--- config.mk ---
export PLATFORM = sky130hd
export DESIGN_NAME = infusion_rate_ramp_and_step_delay_top
export DESIGN_NICKNAME = d
export VERILOG_FILES = /design/src/hw/rtl/irsd_pkg.sv /design/src/hw/rtl/irsd_div.sv /design/src/hw/rtl/irsd_vol_sub.sv /design/src/hw/rtl/infusion_rate_ramp_and_step_delay_top.sv
export SDC_FILE = /design/constraint.sdc
export NUM_CORES = 1
export LEC_CHECK = 0
export BUFFER_PORTS_ARGS = -buffer_cell sky130_fd_sc_hd__buf_2
export CORE_AREA = 2 2 232 234
export CTS_CLUSTER_SIZE = 8
export DETAILED_ROUTE_END_ITERATION = 16
export DIE_AREA = 0 0 234 236
export HOLD_SLACK_MARGIN = 0.15
export PLACE_DENSITY_LB_ADDON = 0.2
export SKIP_CTS_REPAIR_TIMING = 1
export SYNTH_ARGS = -nofsm -noshare
export SYNTH_HDL_FRONTEND = slang
export SYNTH_HIERARCHICAL = 1
export SYNTH_SLANG_ARGS = --single-unit
--- constraint.sdc ---
create_clock -name aclk -period 8.2 [get_ports aclk]
set_input_delay 1.64 -clock aclk [delete_from_list [all_inputs] [get_ports aclk]]
set_output_delay 1.64 -clock aclk [all_outputs]
set_load 0.01 [all_outputs]
--- src/hw/rtl/irsd_pkg.sv ---
// Shared widths, constants, register indexes and types for the infusion rate block.
`default_nettype none
package irsd_pkg;

    localparam int RATE_W     = 20;
    localparam int CNT_W      = 16;
    localparam int VOL_W      = 39;
    localparam int DELAY_W    = 27;
    localparam int CFG_IDX_W  = 3;
    localparam int DIV_CNT_W  = $clog2(DELAY_W + 1);
    localparam int SUB_CNT_W  = $clog2(VOL_W + 1);

    localparam logic [DELAY_W-1:0] DELAY_NUM = DELAY_W'(112500000);
    localparam logic [CNT_W-1:0]   INTERVAL_RESET = CNT_W'(6000);

    localparam logic [CFG_IDX_W-1:0] REG_MODE       = 3'd0;
    localparam logic [CFG_IDX_W-1:0] REG_SET_RATE   = 3'd1;
    localparam logic [CFG_IDX_W-1:0] REG_START_RATE = 3'd2;
    localparam logic [CFG_IDX_W-1:0] REG_RAMP_INC   = 3'd3;
    localparam logic [CFG_IDX_W-1:0] REG_FINAL_RATE = 3'd4;
    localparam logic [CFG_IDX_W-1:0] REG_INTERVAL   = 3'd5;
    localparam logic [CFG_IDX_W-1:0] REG_TOTAL_VOL  = 3'd6;

    typedef struct packed {
        logic busy;
        logic done;
    } unit_stat_t;

endpackage
`default_nettype wire

--- src/hw/rtl/irsd_div.sv ---
// Bit-serial restoring divider of the constant step numerator by the rate.
`default_nettype none
module irsd_div
    import irsd_pkg::*;
(
    input  wire logic               aclk,
    input  wire logic               aresetn,
    input  wire logic               start,
    input  wire logic [RATE_W-1:0]  divisor,
    output unit_stat_t              stat,
    output logic [DELAY_W-1:0]      quotient
);

    logic [DELAY_W-1:0]   num_reg;
    logic [RATE_W-1:0]    rem_reg;
    logic [RATE_W-1:0]    den_reg;
    logic [DELAY_W-1:0]   quo_reg;
    logic [DIV_CNT_W-1:0] cnt_reg;
    logic                 busy_reg;
    logic                 done_reg;

    logic [RATE_W:0]      trial;
    logic                 fits;

    assign trial = {rem_reg, num_reg[DELAY_W-1]};
    assign fits  = trial >= {1'b0, den_reg};

    always_ff @(posedge aclk) begin
        if (!aresetn) begin
            busy_reg <= 1'b0;
            done_reg <= 1'b0;
            cnt_reg  <= '0;
        end else begin
            done_reg <= 1'b0;
            if (start) begin
                busy_reg <= 1'b1;
                cnt_reg  <= DIV_CNT_W'(DELAY_W);
            end else if (busy_reg) begin
                cnt_reg <= cnt_reg - DIV_CNT_W'(1);
                if (cnt_reg == DIV_CNT_W'(1)) begin
                    busy_reg <= 1'b0;
                    done_reg <= 1'b1;
                end
            end
        end
    end

    always_ff @(posedge aclk) begin
        if (start) begin
            num_reg <= DELAY_NUM;
            rem_reg <= '0;
            den_reg <= divisor;
            quo_reg <= '0;
        end else if (busy_reg) begin
            num_reg <= {num_reg[DELAY_W-2:0], 1'b0};
            rem_reg <= fits ? RATE_W'(trial - {1'b0, den_reg}) : trial[RATE_W-1:0];
            quo_reg <= {quo_reg[DELAY_W-2:0], fits};
        end
    end

    assign stat.busy = busy_reg;
    assign stat.done = done_reg;
    assign quotient  = quo_reg;

endmodule
`default_nettype wire

--- src/hw/rtl/irsd_vol_sub.sv ---
// Bit-serial subtraction of the delivered volume from the remaining volume.
`default_nettype none
module irsd_vol_sub
    import irsd_pkg::*;
(
    input  wire logic               aclk,
    input  wire logic               aresetn,
    input  wire logic               start,
    input  wire logic [VOL_W-1:0]   minuend,
    input  wire logic [RATE_W-1:0]  subtrahend,
    output unit_stat_t              stat,
    output logic [VOL_W-1:0]        diff,
    output logic                    exhausted
);

    logic [VOL_W-1:0]     min_reg;
    logic [VOL_W-1:0]     sub_reg;
    logic                 borrow_reg;
    logic                 nz_reg;
    logic [SUB_CNT_W-1:0] cnt_reg;
    logic                 busy_reg;
    logic                 done_reg;

    logic a_bit;
    logic b_bit;
    logic d_bit;
    logic borrow_next;

    assign a_bit       = min_reg[0];
    assign b_bit       = sub_reg[0];
    assign d_bit       = a_bit ^ b_bit ^ borrow_reg;
    assign borrow_next = (~a_bit & b_bit) | (~a_bit & borrow_reg) | (b_bit & borrow_reg);

    always_ff @(posedge aclk) begin
        if (!aresetn) begin
            busy_reg <= 1'b0;
            done_reg <= 1'b0;
            cnt_reg  <= '0;
        end else begin
            done_reg <= 1'b0;
            if (start) begin
                busy_reg <= 1'b1;
                cnt_reg  <= SUB_CNT_W'(VOL_W);
            end else if (busy_reg) begin
                cnt_reg <= cnt_reg - SUB_CNT_W'(1);
                if (cnt_reg == SUB_CNT_W'(1)) begin
                    busy_reg <= 1'b0;
                    done_reg <= 1'b1;
                end
            end
        end
    end

    always_ff @(posedge aclk) begin
        if (start) begin
            min_reg    <= minuend;
            sub_reg    <= {{(VOL_W-RATE_W){1'b0}}, subtrahend};
            borrow_reg <= 1'b0;
            nz_reg     <= 1'b0;
        end else if (busy_reg) begin
            min_reg    <= {d_bit, min_reg[VOL_W-1:1]};
            sub_reg    <= {1'b0, sub_reg[VOL_W-1:1]};
            borrow_reg <= borrow_next;
            nz_reg     <= nz_reg | d_bit;
        end
    end

    assign stat.busy = busy_reg;
    assign stat.done = done_reg;
    assign diff      = min_reg;
    assign exhausted = borrow_reg | ~nz_reg;

endmodule
`default_nettype wire

--- src/hw/rtl/infusion_rate_ramp_and_step_delay_top.sv ---
// Top level of the infusion rate ramp, volume tracking and stepper delay block.
//
// One word on the s_ channel is one 10 ms control tick; s_restart reloads the
// ramp rate, the interval counter and the remaining volume, and clears completion.
// Each tick gives exactly one word on the m_ channel with the target rate, the
// stepper delay in microseconds, the delay valid flag, the remaining volume and
// the completion flag.
// Registers are written through the cfg_ channel, which is always ready; writes
// of the start rate and total volume reach the ramp state only through a restart.
// From acceptance to m_valid, the 39-bit volume subtract runs one bit per cycle and
// sets the latency, while the 27-bit quotient of the delay divider is formed one
// bit per cycle alongside it.
// One tick is in work at a time; s_ready is high only while no tick is in work,
// so a new tick is taken only once the last one has finished.
// A finished word waits in the output register while the next tick is taken and
// worked on; that tick's word is held back until m_ready takes the earlier one.
// Synchronous reset clears the registers to their reset values, the ramp state
// to zero, and leaves both channels empty.
`default_nettype none
module infusion_rate_ramp_and_step_delay_top
    import irsd_pkg::*;
(
    input  wire logic                 aclk,
    input  wire logic                 aresetn,
    input  wire logic                 cfg_valid,
    output logic                      cfg_ready,
    input  wire logic [CFG_IDX_W-1:0] cfg_index,
    input  wire logic [VOL_W-1:0]     cfg_data,
    input  wire logic                 s_valid,
    output logic                      s_ready,
    input  wire logic                 s_restart,
    output logic                      m_valid,
    input  wire logic                 m_ready,
    output logic [RATE_W-1:0]         m_rate_now,
    output logic [DELAY_W-1:0]        m_step_delay_us,
    output logic                      m_delay_valid,
    output logic [VOL_W-1:0]          m_volume_left,
    output logic                      m_done_res
);

    localparam logic ST_IDLE = 1'b0;
    localparam logic ST_RUN  = 1'b1;

    logic              mode_reg;
    logic [RATE_W-1:0] set_rate_reg;
    logic [RATE_W-1:0] start_rate_reg;
    logic [RATE_W-1:0] ramp_inc_reg;
    logic [RATE_W-1:0] final_rate_reg;
    logic [CNT_W-1:0]  interval_reg;
    logic [VOL_W-1:0]  total_vol_reg;

    logic [RATE_W-1:0] rate_level_reg;
    logic [CNT_W-1:0]  count_reg;
    logic [VOL_W-1:0]  remaining_reg;
    logic              finished_reg;

    logic              state_reg;
    logic [RATE_W-1:0] rate_reg;
    logic              div_seen_reg;
    logic              sub_seen_reg;

    logic              m_valid_reg;
    logic [RATE_W-1:0] out_rate_reg;
    logic [DELAY_W-1:0] out_delay_reg;
    logic              out_dvalid_reg;
    logic [VOL_W-1:0]  out_vol_reg;
    logic              out_done_reg;

    logic              in_acc;
    logic [RATE_W-1:0] rl_base;
    logic [CNT_W-1:0]  cnt_base;
    logic [VOL_W-1:0]  rem_base;
    logic              fin_base;
    logic [CNT_W:0]    cnt_inc;
    logic              step_now;
    logic [RATE_W:0]   rate_sum;
    logic [RATE_W-1:0] rl_next;
    logic [CNT_W-1:0]  cnt_next;
    logic [RATE_W-1:0] rate_next;

    unit_stat_t        div_stat;
    unit_stat_t        sub_stat;
    logic [DELAY_W-1:0] quotient;
    logic [VOL_W-1:0]  vol_diff;
    logic              vol_exhausted;
    logic              units_done;
    logic              out_free;
    logic              finish;
    logic [VOL_W-1:0]  vol_final;
    logic              fin_final;
    logic              running;

    assign cfg_ready = 1'b1;
    assign s_ready   = (state_reg == ST_IDLE);
    assign in_acc    = s_valid & s_ready;

    always_ff @(posedge aclk) begin
        if (!aresetn) begin
            mode_reg       <= 1'b0;
            set_rate_reg   <= '0;
            start_rate_reg <= '0;
            ramp_inc_reg   <= '0;
            final_rate_reg <= '0;
            interval_reg   <= INTERVAL_RESET;
            total_vol_reg  <= '0;
        end else if (cfg_valid) begin
            case (cfg_index)
                REG_MODE:       mode_reg       <= cfg_data[0];
                REG_SET_RATE:   set_rate_reg   <= cfg_data[RATE_W-1:0];
                REG_START_RATE: start_rate_reg <= cfg_data[RATE_W-1:0];
                REG_RAMP_INC:   ramp_inc_reg   <= cfg_data[RATE_W-1:0];
                REG_FINAL_RATE: final_rate_reg <= cfg_data[RATE_W-1:0];
                REG_INTERVAL:   interval_reg   <= cfg_data[CNT_W-1:0];
                REG_TOTAL_VOL:  total_vol_reg  <= cfg_data;
                default: ;
            endcase
        end
    end

    always_comb begin
        rl_base  = s_restart ? start_rate_reg : rate_level_reg;
        cnt_base = s_restart ? '0 : count_reg;
        rem_base = s_restart ? total_vol_reg : remaining_reg;
        fin_base = s_restart ? 1'b0 : finished_reg;
        cnt_inc  = {1'b0, cnt_base} + (CNT_W+1)'(1);
        step_now = cnt_inc >= {1'b0, interval_reg};
        rate_sum = {1'b0, rl_base} + {1'b0, ramp_inc_reg};
        if (!mode_reg) begin
            rl_next  = rl_base;
            cnt_next = cnt_base;
        end else if (step_now) begin
            rl_next  = (rate_sum > {1'b0, final_rate_reg}) ? final_rate_reg
                                                           : rate_sum[RATE_W-1:0];
            cnt_next = '0;
        end else begin
            rl_next  = rl_base;
            cnt_next = cnt_inc[CNT_W-1:0];
        end
        rate_next = mode_reg ? rl_next : set_rate_reg;
    end

    irsd_div u_div (
        .aclk     (aclk),
        .aresetn  (aresetn),
        .start    (in_acc),
        .divisor  (rate_next),
        .stat     (div_stat),
        .quotient (quotient)
    );

    irsd_vol_sub u_vol_sub (
        .aclk       (aclk),
        .aresetn    (aresetn),
        .start      (in_acc),
        .minuend    (rem_base),
        .subtrahend (rl_next),
        .stat       (sub_stat),
        .diff       (vol_diff),
        .exhausted  (vol_exhausted)
    );

    assign units_done = (div_seen_reg | div_stat.done) & (sub_seen_reg | sub_stat.done);
    assign out_free   = ~m_valid_reg | m_ready;
    assign finish     = (state_reg == ST_RUN) & units_done & out_free;

    always_comb begin
        if (mode_reg) begin
            vol_final = vol_exhausted ? '0 : vol_diff;
            fin_final = finished_reg | vol_exhausted;
            running   = ~fin_final;
        end else begin
            vol_final = remaining_reg;
            fin_final = finished_reg;
            running   = 1'b1;
        end
    end

    always_ff @(posedge aclk) begin
        if (!aresetn) begin
            state_reg      <= ST_IDLE;
            div_seen_reg   <= 1'b0;
            sub_seen_reg   <= 1'b0;
            m_valid_reg    <= 1'b0;
            rate_level_reg <= '0;
            count_reg      <= '0;
            remaining_reg  <= '0;
            finished_reg   <= 1'b0;
        end else begin
            if (finish) begin
                m_valid_reg <= 1'b1;
            end else if (m_valid_reg && m_ready) begin
                m_valid_reg <= 1'b0;
            end
            case (state_reg)
                ST_IDLE: begin
                    if (in_acc) begin
                        state_reg      <= ST_RUN;
                        div_seen_reg   <= 1'b0;
                        sub_seen_reg   <= 1'b0;
                        rate_level_reg <= rl_next;
                        count_reg      <= cnt_next;
                        remaining_reg  <= rem_base;
                        finished_reg   <= fin_base;
                    end
                end
                ST_RUN: begin
                    if (div_stat.done) begin
                        div_seen_reg <= 1'b1;
                    end
                    if (sub_stat.done) begin
                        sub_seen_reg <= 1'b1;
                    end
                    if (finish) begin
                        state_reg     <= ST_IDLE;
                        remaining_reg <= vol_final;
                        finished_reg  <= fin_final;
                    end
                end
                default: state_reg <= ST_IDLE;
            endcase
        end
    end

    always_ff @(posedge aclk) begin
        if (in_acc) begin
            rate_reg <= rate_next;
        end
        if (finish) begin
            out_rate_reg   <= rate_reg;
            out_dvalid_reg <= running & (rate_reg != '0);
            out_delay_reg  <= (running & (rate_reg != '0)) ? quotient : '0;
            out_vol_reg    <= vol_final;
            out_done_reg   <= fin_final;
        end
    end

    assign m_valid         = m_valid_reg;
    assign m_rate_now      = out_rate_reg;
    assign m_step_delay_us = out_delay_reg;
    assign m_delay_valid   = out_dvalid_reg;
    assign m_volume_left   = out_vol_reg;
    assign m_done_res      = out_done_reg;

endmodule
`default_nettype wire

==> results.toml, run 1 <==
[status]
status = "complete, no violations"

[pwr]
p_int_mw = 4.599
ir_worst_vdd_mv = 0.1576
sw_frac_of_total = 0.2661
p_total_mw = 6.267
cellLeakagePower_nw = 10.01
p_comb_frac = 0.126
switching_power_mw = 1.668
p_clk_frac = 0.436
power_frac_seq = 0.438
power.density_mw_per_mm2 = 234.7

[detailed_routing]
wirelength_um = 63430
ant_nets = 0
drc = 0
dr.pass1.iters = 10
vias_per_cell = 5.533
detail_route.iter0.violations = 1197
wl_per_cell_um = 18.84
vias = 18625

[global_route]
busiest_layer = "met2"
met1_usage = 0.3163
met3_usage = 0.04678
grt_max_degree = 113
grt_usage = 0.2283
antenna_found_initial = 1
grt_first_pass_wirelength_um = 98970
overflow = 0
grt_pass1_vias = 17829
met2_usage = 0.3472

[sta]
skew_ps = 24.96
tightest_slew_ps = 1237
slew_violations = 0
post-route-period-util = 0.8563
relSlewSlack = 0.1697
period_minus_slack_ps = 7022
max_freq_mhz = 142.4
setup_violations = 0
rsz0062_at_grt = "no"
finalHoldViolCount = 0
hold_slack_ps = 447.5
setup_slack_ps = 1178
fin_setup_tns_ps = 0

[min_path]
min_path_type = "reg -> reg"
hold_depth = 2

[setup_path]
reg2reg_depth = 18
worstPathArrival_ps = 7380
critPathCaptureType = "flip-flop"
critPathMaxFanout = 21
cp.required_ps = 8560
critPathKind = "in -> reg"
start_kind = "input port"

[cts]
cts-htree-levels = 3
root_buffer = "clkbuf_16"
clk-insertion-delay-late_ps = 610
cts_tree = "built"
path_clk_slew_ps = 50
clockBufferDepth = 3
cts_made_buffers = 71
clock_sinks = 489

[die]
rows = 85
die_h_um = 236
ioPinCount = 139
initial_core_util = 0.4418
core_mm2 = 0.05307
die-area_mm2 = 0.05522
die_w_um = 234

[finish]
syn_to_final_growth_pct = 13.88
final_util = 0.5031
final_area_mm2 = 0.02670
antenna_cells = 0
fillers = 4940
fin_cells = 3366
multi_input_area_mm2 = 0.01071
final_net_count = 2755
regArea_mm2 = 0.01167
drive_above_1_share = 0.1476

[place]
gp_congestion = 0.8990
io_buffers = 137
placed_area_mm2 = 0.02463
hpwl_um = 42430
dp.cells = 3246
dp_slack_ps = 601.0

[yosys]
synth_cells = 2537
synth_warnings = 6
syn_nets = 2669
syn_area_mm2 = 0.02345
synth_area_per_cell_um2 = 9.242

[flow_run]
timing.max_cap.violations = 0
final cells by class:
class | instances | share of cell area
inverter | 125 | 0.01795
sequential | 489 | 0.4369
clock buffer | 115 | 0.07427
timing repair buffer | 166 | 0.03393
multi-input combinational | 1770 | 0.4009
tap | 696 | 0.03261
clock inverter | 5 | 0.003421
routing by layer:
layer | wire length (um) | part of all wire
met3 | 3842 | 0.061
met2 | 28070 | 0.44
met5 | 15 | 0.00024
met1 | 28980 | 0.46
met4 | 2525 | 0.040
worst paths after layout:
| check | startpoint | endpoint | slack [ps] |
|---|---|---|---|
| hold / removal | set_rate_reg[12]$_SDFFE_PN0P_ | set_rate_reg[12]$_SDFFE_PN0P_ | 450 |
| setup / recovery | s_restart | u_vol_sub/sub_reg[17]$_DFFE_PP_ | 1180 |
| hold reg to reg | set_rate_reg[12]$_SDFFE_PN0P_ | set_rate_reg[12]$_SDFFE_PN0P_ | 450 |
| setup reg to reg | rate_level_reg[6]$_SDFFE_PN0P_ | u_vol_sub/sub_reg[17]$_DFFE_PP_ | 2320 |
worst max-delay path: stages:
cell and delay (ps):
buf_4 310, mux2_2 400, ha_1 330, a21o_1 180
or3_1 320, o211ai_1 330, o21ai_1 210, a21oi_2 300
mux2_2 390, or2_2 300, ha_1 190, a211oi_1 260
o21ai_1 120, a211oi_1 340, a31o_2 440, nand3_1 260
nor4_1 640, nor2_1 130, mux2_2 280
cells in the final DEF, fill, tap and decap left out, types with 15 or more instances in the layout:
cell type,instances
clkbuf_1,41
and2_1,37
nand4_1,22
nand3_1,35
o31ai_1,17
nand2b_1,23
ha_1,81
xnor2_1,33
and3_1,15
buf_4,30
mux2_2,85
nor2b_1,17
clkbuf_16,72
dfxtp_1,300
nor2_1,189
inv_1,121
buf_2,136
o21ai_0,107
nand2_1,510
a21o_1,17
a31oi_1,22
a21oi_1,262
edfxtp_1,187
a22oi_1,16
mux2i_1,57
power groups by stage:
stage | Clock, mW | Combinational [mW] | Sequential (mW)
final | 2.73 | 0.791 | 2.75
after global routing | 2.90 | 0.870 | 2.76
after CTS | 2.79 | 0.785 | 2.74
after detailed placement | 0 | 0.783 | 2.79
after global placement | 0 | 0.770 | 2.79
after floorplan | 0 | 0.611 | 2.75
No activity file was read; power rests on OpenSTA's default activity.
==> run 2: changes to the inputs <==
Settings changed: CORE_AREA 2 2 232 234 to 2 2 221 245, DIE_AREA 0 0 234 236 to 0 0 223 247.
==> results.toml, run 2 (synthesized netlist as in run 1, its figures left out) <==
[status]
status = "complete, no violations"

[pwr]
p_int_mw = 4.631
cellLeakagePower_nw = 10.02
switching_power_mw = 1.658
p_comb_frac = 0.125
power_frac_seq = 0.437
p_clk_frac = 0.438
ir_worst_vdd_mv = 0.1304
power.density_mw_per_mm2 = 235.6
sw_frac_of_total = 0.2637

[global_route]
antenna_found_initial = 1
grt_pass1_vias = 17893
grt_usage = 0.2261
grt_first_pass_wirelength_um = 98180
overflow = 0
grt_max_degree = 97

[sta]
post-route-period-util = 0.8422
finalHoldViolCount = 0
tightest_slew_ps = 1227
max_freq_mhz = 144.8
period_minus_slack_ps = 6906
skew_ps = 22.03
fin_setup_tns_ps = 0
rsz0062_at_grt = "no"
slew_violations = 0
relSlewSlack = 0.1813
setup_violations = 0

[place]
dp.cells = 3230
gp_congestion = 0.9411
hpwl_um = 42060
io_buffers = 137

[cts]
path_clk_slew_ps = 50
clockBufferDepth = 3
root_buffer = "clkbuf_16"
clock_sinks = 489
clk-insertion-delay-late_ps = 610
cts_made_buffers = 71
cts_tree = "built"
cts-htree-levels = 3

[min_path]
whs_endpoint = "m_rate_now[15]$_DFFE_PP_"
hold_depth = 0
min_path_type = "reg -> reg"
min-delay-start = "rate_reg[15]$_DFFE_PP_"

[setup_path]
reg2reg_to = "u_vol_sub/sub_reg[14]$_DFFE_PP_"
critPathCaptureType = "flip-flop"
crit_path_top_delay_cell = "or4_4"
crit_path_frequent_cell = "mux2_2"
rr_startpoint = "start_rate_reg[6]$_SDFFE_PN0P_"
start_kind = "input port"
max_stage_delay_ps = 500
worstPathArrival_ps = 7260
reg2reg_depth = 19
rrSetupSlack_ps = 2480
crit_chain = "buf_4 > mux2_2 > ha_1 > a21o_1 > or3_1 > o211ai_1 > o21ai_1 > a21oi_2 > mux2_2 > or2_2 > ha_1 > nand2_1 > nor4_1 > nand2_1 > and2_1 > or3_1 > buf_4 > or4_4 > a31o_1 > mux2_2"
critPathMaxFanout = 27
cp.required_ps = 8550
critPathKind = "in -> reg"

[flow_run]
timing.max_cap.violations = 0

[finish]
antenna_cells = 0
final_net_count = 2753
final_common_cell = "nand2_1"
fin_cells = 3351
final_cell_mix = "nand2_1 (510), dfxtp_1 (300), a21oi_1 (262)"
final_util = 0.5047
syn_to_final_growth_pct = 13.85
drive_above_1_share = 0.1469

[detailed_routing]
ant_nets = 0
drc = 0
vias = 18456
wirelength_um = 62770
detail_route.iter0.violations = 1414
vias_per_cell = 5.508
wl_per_cell_um = 18.73
dr.pass1.iters = 5

[die]
die_w_um = 223
initial_core_util = 0.4433
core_mm2 = 0.05289
ioPinCount = 139
die_h_um = 247
die-area_mm2 = 0.05508
rows = 89
==> run 2: worst max-delay path, delay by kind of cell <==
kind	cells	cell delay, ps
buffers and inverters	2	570
AO/OA/AOI/OAI	5	1270
AND/OR/NAND/NOR	8	2100
multiplexers	3	1050
adder cells (fa/ha/maj)	2	620
==> run 2: metrics by stage <==
step / instance area, um^2 / power [mW] / worst slack, ps / hold WS, ps
floorplan: 23450 / 3.364 / 1207 / 426.8
global placement: 24590 / 3.564 / 759.4 / 437.0
detailed placement: 24590 / 3.576 / 706.3 / 440.9
CTS: 26690 / 6.347 / 1349 / 448.1
global route: 26690 / 6.561 / 1088 / 457.3
finish: 26690 / 6.289 / 1294 / 449.9
==> run 2: layout make-up <==
class | instances | area (um^2)
clock buffer | 116 | 2019
timing repair buffer | 164 | 890.9
clock inverter | 5 | 83.83
multi-input combinational | 1770 | 10700
sequential | 489 | 11670
fill | 4922 | 26200
inverter | 125 | 479.2
tap | 682 | 853.3
==> run 2: how the worst max path moves through the flow <==
stage	slack [ps]	to	startpoint	depth (start not counted)
finish	1290	u_vol_sub/sub_reg[14]$_DFFE_PP_	s_restart	20
floorplan	1210	u_vol_sub/sub_reg[14]$_DFFE_PP_	s_restart	21
CTS	1350	u_vol_sub/sub_reg[14]$_DFFE_PP_	s_restart	20
detailed placement	710	u_vol_sub/sub_reg[14]$_DFFE_PP_	s_restart	20
global placement	760	u_vol_sub/sub_reg[14]$_DFFE_PP_	s_restart	20
global route	1090	u_vol_sub/sub_reg[17]$_DFFE_PP_	s_restart	19
==> run 2: per-layer routing <==
metal | track usage | vias up | routed length, um
met2 | 0.3654 | 498 | 29180
met1 | 0.2940 | 8824 | 27780
met5 | 0 | - | 8
met3 | 0.04278 | 133 | 3505
li1 | - | 8999 | -
met4 | 0.1050 | 2 | 2295
==> run 2: power groups by stage <==
stage          Clock, mW  Combinational, mW  Sequential [mW]
2_1_floorplan          0              0.611             2.75
3_3_place_gp           0              0.773             2.79
3_5_place_dp           0              0.785             2.79
4_1_cts             2.81              0.788             2.75
5_1_grt             2.93              0.877             2.76
6_report            2.75              0.789             2.75
==> run 3: changes to the inputs <==
Clock period 8.2 ns to 6 ns, I/O delays scaled along.
==> results.toml, run 3 (synthesized netlist as in run 1, its figures left out) <==
[cts]
clk-insertion-delay-late_ps = 610
cts_made_buffers = 71
path_clk_slew_ps = 50
clockBufferDepth = 3
root_buffer = "clkbuf_16"
cts_tree = "built"
cts-htree-levels = 3
clock_sinks = 489

[detailed_routing]
wl_per_cell_um = 18.67
dr.pass1.iters = 7
detail_route.iter0.violations = 1242
vias = 18774
ant_nets = 0
drc = 0
vias_per_cell = 5.481
wirelength_um = 63940

[finish]
final_common_cell = "nand2_1"
regArea_mm2 = 0.01167
final_net_count = 2824
syn_to_final_growth_pct = 16.36
fin_cells = 3425
final_cell_mix = "nand2_1 (510), dfxtp_1 (300), a21oi_1 (262)"
final_area_mm2 = 0.02728
fillers = 4846
multi_input_area_mm2 = 0.01074
drive_above_1_share = 0.1699

[place]
dp.cells = 3301
io_buffers = 137
placed_area_mm2 = 0.02518
hpwl_um = 43360
gp_congestion = 0.9236

[sta]
rsz0062_at_grt = "no"
finalHoldViolCount = 0
setup_violations = 0
relSlewSlack = 0.2377
tightest_slew_ps = 1136
period_minus_slack_ps = 5763
skew_ps = 17.27
slew_violations = 0
hold_slack_ps = 447.0
post-route-period-util = 0.9605
max_freq_mhz = 173.5

[setup_path]
crit_path_top_delay_cell = "o41ai_2"
crit_buf_inv = 3
crit_path_frequent_cell = "buf_4"
max_stage_delay_ps = 410
critPathMaxFanout = 13
critPathTopFamily = "simple AND/OR/NAND/NOR gates"
start_kind = "input port"
critPathKind = "in -> reg"
cp.required_ps = 6350
worstPathArrival_ps = 6110
critPathCaptureType = "flip-flop"
crit_chain = "buf_4 > buf_4 > mux2_2 > ha_1 > a21oi_2 > o21ai_1 > o41ai_2 > a211oi_2 > or3_1 > and2_1 > ha_1 > nand4_1 > nor4_1 > nand2_1 > and2_4 > or3_1 > buf_4 > o31ai_1 > and2_1 > a21oi_1 > mux2_2"

[pwr]
ir_worst_vdd_mv = 0.1555
cellLeakagePower_nw = 10.38
power_frac_seq = 0.436
power.density_mw_per_mm2 = 316.0
sw_frac_of_total = 0.2693
switching_power_mw = 2.321
p_int_mw = 6.300
p_clk_frac = 0.434
p_comb_frac = 0.131

[status]
status = "complete, no violations"

[die]
die-area_mm2 = 0.05508
core_mm2 = 0.05289
ioPinCount = 139
rows = 89
die_w_um = 223
die_h_um = 247
initial_core_util = 0.4433

[global_route]
grt_usage = 0.2296
antenna_found_initial = 1
grt_first_pass_wirelength_um = 99870
grt_max_degree = 109
grt_pass1_vias = 18196
overflow = 0

[min_path]
min_path_type = "reg -> reg"

[flow_run]
timing.max_cap.violations = 0
run 3: cell types whose count changed in the layout (fill, tap and decap cells not counted), sizes merged:
cell    previous run  this run
diode              0         1
buf              164       235
clkinv             4         7
clkbuf           116       115
run 3: per-stage QoR:
step | setup WS [ps] | power [mW] | utilization | setup TNS (ps)
floorplan | 0.7816 | 4.602 | - | 0
global placement | -122.2 | 4.915 | 0.4761 | -1585
detailed placement | -324.6 | 4.938 | 0.4761 | -10230
CTS | 280.5 | 8.699 | 0.5156 | 0
global route | 1.911 | 8.980 | 0.5158 | 0
finish | 237.3 | 8.622 | 0.5158 | 0
run 3: power groups by stage:
stage               sequential [mW]  clock (mW)  combinational (mW)
floorplan                      3.76           0               0.839
global placement               3.82           0                1.10
detailed placement             3.82           0                1.12
CTS                            3.75        3.82                1.13
global route                   3.77        3.96                1.24
finish                         3.76        3.74                1.13
run 3: worst paths after layout:
path / slack [ps] / endpoint / startpoint / cells past startpoint
worst min-delay path: 450 / m_rate_now[18]$_DFFE_PP_ / rate_reg[18]$_DFFE_PP_ / 0
worst max-delay path: 240 / u_vol_sub/sub_reg[7]$_DFFE_PP_ / s_restart / 21
worst max register to register: 850 / u_vol_sub/sub_reg[18]$_DFFE_PP_ / rate_level_reg[0]$_SDFFE_PN0P_ / 21
worst min register to register: 450 / m_rate_now[18]$_DFFE_PP_ / rate_reg[18]$_DFFE_PP_ / 0
run 3: layer usage:
metal | GRT usage | wire length [um] | vias up
li1 | - | - | 9135
met1 | 0.3029 | 28510 | 9017
met2 | 0.3818 | 30240 | 516
met3 | 0.03054 | 3184 | 106
met4 | 0.09297 | 2006 | 0
met5 | 0 | 0 | -
run 3: final cells by class:
cell class / instances / area share
Antenna cell: 1 / 0.00009172
Clock buffer: 115 / 0.07118
Clock inverter: 8 / 0.005457
Inverter: 125 / 0.01756
Multi-Input combinational cell: 1770 / 0.3937
Sequential cell: 489 / 0.4276
Tap cell: 682 / 0.03128
Timing Repair Buffer: 235 / 0.05311
